[src/rtl/core/tpas_pkg.sv]
`default_nettype none

package tpas_pkg;

  // Field and register widths
  localparam int PERIOD_W = 32;
  localparam int CLK_HZ_W = 29;
  localparam int SPEED_W = 32;

  // Ring geometry: depth is a power of two so the average is a plain shift
  localparam int RING_LOG2 = 3;
  localparam int RING_DEPTH = 1 << RING_LOG2;
  localparam int SUM_W = PERIOD_W + RING_LOG2;

  // Divider geometry: the numerator is ten times the clock frequency
  localparam int NUM_W = CLK_HZ_W + 4;
  localparam int DEN_W = SUM_W - RING_LOG2;
  localparam int STEP_W = $clog2(NUM_W + 1);

  // Stream payload widths, padded to whole bytes
  localparam int OUT_BITS = SPEED_W + PERIOD_W + SUM_W;
  localparam int OUT_TDATA_W = ((OUT_BITS + 7) / 8) * 8;

  // Reset values of the configuration registers
  localparam logic [PERIOD_W-1:0] RELOAD_RESET = PERIOD_W'(80000000);
  localparam logic [CLK_HZ_W-1:0] CLK_HZ_RESET = CLK_HZ_W'(80000000);

  // Configuration register indexes
  localparam logic REG_TIMER_RELOAD = 1'b0;
  localparam logic REG_CLOCK_HZ = 1'b1;

  // Input item kinds
  localparam logic FUNC_EDGE = 1'b0;
  localparam logic FUNC_TIMEOUT = 1'b1;

  // Sequencer states
  typedef enum logic [2:0] {
    ST_IDLE,
    ST_RING,
    ST_START,
    ST_DIV,
    ST_HOLD
  } state_t;

endpackage

`default_nettype wire

[src/rtl/core/tpas_ring.sv]
`default_nettype none

module tpas_ring
  import tpas_pkg::*;
(
  input  wire logic                clk,
  input  wire logic                rst,
  input  wire logic                wr_en,
  input  wire logic [PERIOD_W-1:0] period,
  output logic      [SUM_W-1:0]    sum
);

  logic [PERIOD_W-1:0]  entries [RING_DEPTH];
  logic [RING_LOG2-1:0] wr_idx;
  logic [SUM_W-1:0]     sum_next;

  // Drop the oldest period and add the new one.
  assign sum_next = sum - SUM_W'(entries[wr_idx]) + SUM_W'(period);

  // Ring storage, running sum and write pointer; the pointer wraps naturally.
  always_ff @(posedge clk) begin
    if (rst) begin
      for (int i = 0; i < RING_DEPTH; i++) begin
        entries[i] <= '0;
      end
      sum <= '0;
      wr_idx <= '0;
    end else if (wr_en) begin
      entries[wr_idx] <= period;
      sum <= sum_next;
      wr_idx <= wr_idx + 1'b1;
    end
  end

endmodule

`default_nettype wire

[src/rtl/core/tpas_div.sv]
`default_nettype none

module tpas_div
  import tpas_pkg::*;
(
  input  wire logic             clk,
  input  wire logic             rst,
  input  wire logic             start,
  input  wire logic [NUM_W-1:0] dividend,
  input  wire logic [DEN_W-1:0] divisor,
  output logic                  done,
  output logic      [NUM_W-1:0] quotient
);

  logic [DEN_W-1:0]  rem;
  logic [DEN_W-1:0]  den;
  logic [STEP_W-1:0] steps;
  logic              busy;
  logic [DEN_W:0]    trial;
  logic              fits;
  logic [DEN_W:0]    diff;

  // One restoring step: bring down the next numerator bit and try a subtract.
  assign trial = {rem, quotient[NUM_W-1]};
  assign fits = trial >= {1'b0, den};
  assign diff = trial - {1'b0, den};

  // Control: step counter and completion pulse.
  always_ff @(posedge clk) begin
    if (rst) begin
      busy <= 1'b0;
      done <= 1'b0;
      steps <= '0;
    end else begin
      done <= 1'b0;
      if (start) begin
        busy <= 1'b1;
        steps <= STEP_W'(NUM_W);
      end else if (busy) begin
        steps <= steps - 1'b1;
        if (steps == STEP_W'(1)) begin
          busy <= 1'b0;
          done <= 1'b1;
        end
      end
    end
  end

  // Datapath: the numerator shifts out while quotient bits shift in.
  always_ff @(posedge clk) begin
    if (start) begin
      rem <= '0;
      den <= divisor;
      quotient <= dividend;
    end else if (busy) begin
      rem <= fits ? diff[DEN_W-1:0] : trial[DEN_W-1:0];
      quotient <= {quotient[NUM_W-2:0], fits};
    end
  end

endmodule

`default_nettype wire

[src/rtl/core/tach_period_average_speed.sv]
// A result is offered from the output register once its word has been taken, written into the ring
// and divided: the sequencer takes the word, updates the ring, starts the shared restoring divider,
// waits for its 33 steps and loads the result before the next word is taken.
// The input is not ready during reset or while a word is in flight; a finished result waits
// in the output register, so the next word is taken while it is held.
// Synchronous reset clears the ring, sum and write pointer and loads both registers with 80000000.
`default_nettype none

module tach_period_average_speed
  import tpas_pkg::*;
(
  input  wire logic                   clk,
  input  wire logic                   rst,
  // Configuration write port
  input  wire logic                   cfg_write,
  input  wire logic                   cfg_index,
  input  wire logic [PERIOD_W-1:0]    cfg_data,
  // Input stream
  input  wire logic                   s_tvalid,
  output logic                        s_tready,
  input  wire logic [PERIOD_W-1:0]    s_tdata,   // [31:0] timer_count
  input  wire logic                   s_tuser,   // [0] func
  // Output stream
  output logic                        m_tvalid,
  input  wire logic                   m_tready,
  // [31:0] speed_tenths, [63:32] captured_period, [98:64] period_total, rest zero
  output logic [OUT_TDATA_W-1:0]      m_tdata
);

  state_t                state;
  state_t                state_next;
  logic [PERIOD_W-1:0]   timer_reload;
  logic [CLK_HZ_W-1:0]   clock_hz;
  logic [PERIOD_W-1:0]   period;
  logic [PERIOD_W-1:0]   period_next;
  logic [SUM_W-1:0]      sum;
  logic [NUM_W-1:0]      numerator;
  logic [DEN_W-1:0]      average;
  logic [NUM_W-1:0]      quotient;
  logic [SPEED_W-1:0]    speed;
  logic                  div_done;
  logic                  ring_wr;
  logic                  div_start;
  logic                  out_free;
  logic                  out_load;
  logic                  accept;

  // Configuration registers.
  always_ff @(posedge clk) begin
    if (rst) begin
      timer_reload <= RELOAD_RESET;
      clock_hz <= CLK_HZ_RESET;
    end else if (cfg_write) begin
      case (cfg_index)
        REG_TIMER_RELOAD: timer_reload <= cfg_data;
        REG_CLOCK_HZ:     clock_hz <= cfg_data[CLK_HZ_W-1:0];
        default: ;
      endcase
    end
  end

  assign accept = s_tvalid && s_tready;

  // Period of the incoming word; a late capture or a timeout gives zero.
  always_comb begin
    period_next = '0;
    if (s_tuser == FUNC_EDGE && s_tdata <= timer_reload) begin
      period_next = timer_reload - s_tdata;
    end
  end

  always_ff @(posedge clk) begin
    if (accept) begin
      period <= period_next;
    end
  end

  tpas_ring u_ring (
    .clk    (clk),
    .rst    (rst),
    .wr_en  (ring_wr),
    .period (period),
    .sum    (sum)
  );

  // Ten times the clock frequency as 8x + 2x; average is the sum over the depth.
  assign numerator = (NUM_W'(clock_hz) << 3) + (NUM_W'(clock_hz) << 1);
  assign average = sum[SUM_W-1:RING_LOG2];

  tpas_div u_div (
    .clk      (clk),
    .rst      (rst),
    .start    (div_start),
    .dividend (numerator),
    .divisor  (average),
    .done     (div_done),
    .quotient (quotient)
  );

  // Zero average gives zero speed; a quotient beyond 32 bits saturates.
  always_comb begin
    if (average == '0) begin
      speed = '0;
    end else if (quotient[NUM_W-1:SPEED_W] != '0) begin
      speed = '1;
    end else begin
      speed = quotient[SPEED_W-1:0];
    end
  end

  assign out_free = !m_tvalid || m_tready;

  // Sequencer state register.
  always_ff @(posedge clk) begin
    if (rst) begin
      state <= ST_IDLE;
    end else begin
      state <= state_next;
    end
  end

  // Next-state logic.
  always_comb begin
    state_next = state;
    case (state)
      ST_IDLE: begin
        if (s_tvalid) begin
          state_next = ST_RING;
        end
      end
      ST_RING:  state_next = ST_START;
      ST_START: state_next = ST_DIV;
      ST_DIV: begin
        if (div_done) begin
          state_next = out_free ? ST_IDLE : ST_HOLD;
        end
      end
      ST_HOLD: begin
        if (out_free) begin
          state_next = ST_IDLE;
        end
      end
      default: state_next = ST_IDLE;
    endcase
  end

  // Sequencer outputs; no word is taken while reset is applied.
  always_comb begin
    s_tready = 1'b0;
    ring_wr = 1'b0;
    div_start = 1'b0;
    out_load = 1'b0;
    case (state)
      ST_IDLE:  s_tready = !rst;
      ST_RING:  ring_wr = 1'b1;
      ST_START: div_start = 1'b1;
      ST_DIV:   out_load = div_done && out_free;
      ST_HOLD:  out_load = out_free;
      default: ;
    endcase
  end

  // Output register decouples the result from the next word's work.
  always_ff @(posedge clk) begin
    if (rst) begin
      m_tvalid <= 1'b0;
    end else if (out_load) begin
      m_tvalid <= 1'b1;
    end else if (m_tready) begin
      m_tvalid <= 1'b0;
    end
  end

  always_ff @(posedge clk) begin
    if (out_load) begin
      m_tdata <= OUT_TDATA_W'({sum, period, speed});
    end
  end

  // A word taken in always moves on to the ring update.
  assert property (@(posedge clk) disable iff (rst) accept |=> state == ST_RING)
    else $error("accepted word did not start the ring update");

  // The divider finishes only while the sequencer waits for it.
  assert property (@(posedge clk) disable iff (rst) div_done |-> state == ST_DIV)
    else $error("divider completed outside the divide state");

  // Holding a result happens only while the previous one is still unread.
  assert property (@(posedge clk) disable iff (rst) state == ST_HOLD |-> m_tvalid)
    else $error("result held although the output register is free");

  // A result is loaded only when the output register can take it.
  assert property (@(posedge clk) disable iff (rst)
    (m_tvalid && !m_tready) |-> !out_load)
    else $error("result loaded over an unread result");

endmodule

`default_nettype wire

[config.mk]
export PLATFORM = sky130hd
export DESIGN_NAME = tach_period_average_speed
export DESIGN_NICKNAME = d
export VERILOG_FILES = /design/src/rtl/core/tpas_pkg.sv /design/src/rtl/core/tpas_ring.sv /design/src/rtl/core/tpas_div.sv /design/src/rtl/core/tach_period_average_speed.sv
export SDC_FILE = /design/constraint.sdc
export NUM_CORES = 1
export LEC_CHECK = 0
export BUFFER_PORTS_ARGS = -buffer_cell sky130_fd_sc_hd__buf_2
export CAP_MARGIN = 25
export CORE_ASPECT_RATIO = 1.4
export CORE_MARGIN = 2
export CORE_UTILIZATION = 35
export CTS_CLUSTER_DIAMETER = 30
export DETAILED_ROUTE_END_ITERATION = 6
export GPL_ROUTABILITY_DRIVEN = 0
export PLACE_DENSITY = 0.56
export SLEW_MARGIN = 0
export SYNTH_ARGS = -nofsm -noshare
export SYNTH_HDL_FRONTEND = slang
export SYNTH_SLANG_ARGS = --single-unit
[constraint.sdc]
create_clock -name clk -period 7.5 [get_ports clk]
set_input_delay 1.5 -clock clk [delete_from_list [all_inputs] [get_ports clk]]
set_output_delay 1.5 -clock clk [all_outputs]
set_load 0.01 [all_outputs]
==> impl_metrics.csv <==
group,metric,value,unit
run_status,outcome,"completed",
timing,rsz0062_at_grt,"false",
yosys,synth_edf_count,452,
die,initial_core_util,0.3534,
timing,min_period,5829,ps
worst_setup_path,start_kind,"flop",
grt,grt_start_max_net_pins,82,
grt,use_met3,0.03068,
finish,regArea,0.01650,mm²
finish,drive_gt1_frac,0.1713,
worst_setup_path,path_cells,"mux4_2 > mux2_2 > fa_1 > fa_1 > nand2b_1 > a2111oi_0 > o21ai_0 > a31oi_1 > a21bo_2 > a21oi_1 > o31ai_1 > a31oi_1 > xnor2_1 > a211oi_1",
yosys,ys_top_cells_by_count,"edfxtp_1, nand2_1, inv_1",
finish,final_area,0.03727,mm²
pwr,finalPower,12.46,mW
grt,use_met1,0.2258,
worst_setup_path,cp.required,8100,ps
yosys,synthFlopType,"edfxtp_1",
finish,diodes,0,
timing,setup_tns,0,ps
hold_path,hold_path_class,"flop to flop",
detailed_routing,first_pass_iters,5,
detailed_routing,initialDrtViolationCount,1289,
clock_tree,postCtsSetupBuffers,0,
yosys,syn_area_per_cell,10.98,µm²
timing,hold_viol,0,
job,cap_violations,0,
finish,syn_to_final_growth,19.23,%
clock_tree,numCtsBuffers,106,
yosys,ys_ff_latch,598,
yosys,syn-cell-area,0.03126,mm²
placement,portBuffers,171,
clock_tree,cts.sinks,598,
timing,setup_viol,0,
detailed_routing,wl_per_cell,20.70,µm
grt,antenna_found_initial,1,
timing,worstMarginPinSlew,991.6,ps
grt,grt_usage,0.1938,
clock_tree,cts.clk_slew.worst_paths,60,ps
grt,grt_pass1_vias,22660,
die,io_pins,177,
die,fp.dieW,256.6,µm
clock_tree,cts_tree,"built",
clock_tree,cts.path.max_buffers,3,
pwr,leakage,14.80,nW
pwr,powerDensity,334.3,mW/mm²
grt,gr-total-overflow,0,
timing,drv_slew,0,
finish,post-route-util,0.4213,
worst_setup_path,critPathMaxStageDelay,960,ps
clock_tree,cts.root.buffer_cell,"clkbuf_16",
grt,grt_use_met2,0.3538,
pwr,peakVddDrop,0.2158,mV
yosys,yosysTopAreaCell,"edfxtp_1",
clock_tree,cts.htree.levels,3,
detailed_routing,ant_nets,0,
placement,dp_hpwl,62390,µm
timing,finalCritPeriodShare,0.7772,
die,rows,129,
placement,pre_cts_ws,1627,ps
clock_tree,cts_resized,0,
worst_setup_path,cp_slowest_cell,"dfxtp_2",
finish,fin_nets,3255,
timing,finClkSkew,53.91,ps
clock_tree,postCtsHoldBufs,0,
worst_setup_path,crit_fanout,35,
detailed_routing,vias,21980,
timing,relSlewSlack,0.3218,
detailed_routing,routed_wl,88830,µm
yosys,syn_inst,2846,
worst_setup_path,crit_arrival,6430,ps
die,die_height,357.6,µm
yosys,synthTopCellsByArea,"edfxtp_1, dfxtp_1, ha_1",
yosys,synth_seq_area_share,0.5277,
grt,grt_pass1_wl,135300,µm
yosys,yosysMostFrequentCell,"edfxtp_1",
placement,placed_area,0.03348,mm²
die,coreArea,0.08845,mm²
yosys,yosys_warnings,0,
grt,grt-busiest-layer,"met2",
die,die_area,0.09175,mm²
timing,fmaxAchievable,171.6,MHz
detailed_routing,drc,0,
timing,setup_ws,1671,ps
yosys,synth_top_area_share,0.4342,
detailed_routing,viasPerCell,5.123,
yosys,synthArstFlopShare,0,
finish,multi_input_area,0.01344,mm²
clock_tree,clk_latency,710,ps
worst_setup_path,end_kind,"flop",
worst_setup_path,crit_type,"flop to flop",
yosys,synth.distinct_cells,75,
finish,nFillCells,8456,
==> cells by family (layout without fill, tap and decap cells) <==
family,count (synthesis),in the layout,share of synthesized area
buf+inv,365,627,0.04499
fa+ha+maj,165,165,0.07445
mux,119,119,0.06481
xor+xnor,105,105,0.02942
compound gates,552,552,0.1099
flops,598,598,0.5277
other cells,1,5,0.0001200
simple gates,941,941,0.1485
==> layout make-up <==
type                            instances  share of cell area
Tap cell                             1179             0.03958
Sequential cell                       598              0.4428
Clock inverter                         79             0.02518
Timing Repair Buffer                  217             0.03438
Inverter                              209             0.02105
Clock buffer                          122             0.07641
Multi-Input combinational cell       1887              0.3606
==> critical path, delay by kind of cell, from the launching register on <==
kind,cells,cell delay [ps]
simple gates,1,210
mux,2,700
fa+ha+maj,2,940
xor+xnor,1,150
flops,1,960
compound gates,8,2760
==> through the flow <==
stage / cells / hold WS, ps
floorplan: 2850 / 425.6
global placement: 4084 / 447.1
detailed placement: 4090 / 452.2
CTS: 4291 / 459.6
global route: 4291 / 484.0
finish: 4291 / 456.0
==> registers in the layout (all words and copies together) (netlist names), named ones only <==
name and flops:
clock_hz 29, m_tdata 99, m_tvalid 1, period 32, state 3, timer_reload 32
u_div.busy 1, u_div.den 32, u_div.done 1, u_div.quotient 33, u_div.rem 32, u_div.steps 6
u_ring.entries 256, u_ring.sum 35, u_ring.wr_idx 3
==> report_power, final <==
group	leakage (nW)	switching, mW	internal, mW	total, mW
sequential	5.66	0.297	3.91	4.21
clock	1.82	1.82	3.16	4.98
combinational	7.32	1.92	1.35	3.27
total	14.8	4.03	8.43	12.5
==> path summary, 6_finish.rpt <==
| kind | endpoint | depth (start not counted) | slack [ps] | startpoint |
|---|---|---|---|---|
| max | u_ring.sum[34] | 14 | 1670 | flop |
| min | timer_reload[0] | 2 | 460 | timer_reload[0] |
| max reg2reg | u_ring.sum[34] | 14 | 1670 | flop |
| min reg2reg | timer_reload[0] | 2 | 460 | timer_reload[0] |
==> routing by layer <==
| layer | vias up | wire length (µm) |
|---|---|---|
| met4 | 0 | 3195 |
| met5 | - | 0 |
| met1 | 10780 | 35560 |
| met2 | 492 | 46240 |
| li1 | 10560 | - |
| met3 | 146 | 3832 |
==> placed cells by master, fill, tap and decap left out, types with 63 or more instances in the layout <==
cell / n
edfxtp_1: 452
nand2_1: 289
inv_1: 207
a21oi_1: 202
nor2_1: 187
and2_1: 185
buf_2: 170
dfxtp_1: 143
ha_1: 130
clkbuf_16: 110
o21ai_0: 103
a21o_1: 78
mux4_2: 64
xnor2_1: 63
(Power assumes the default switching activity.)
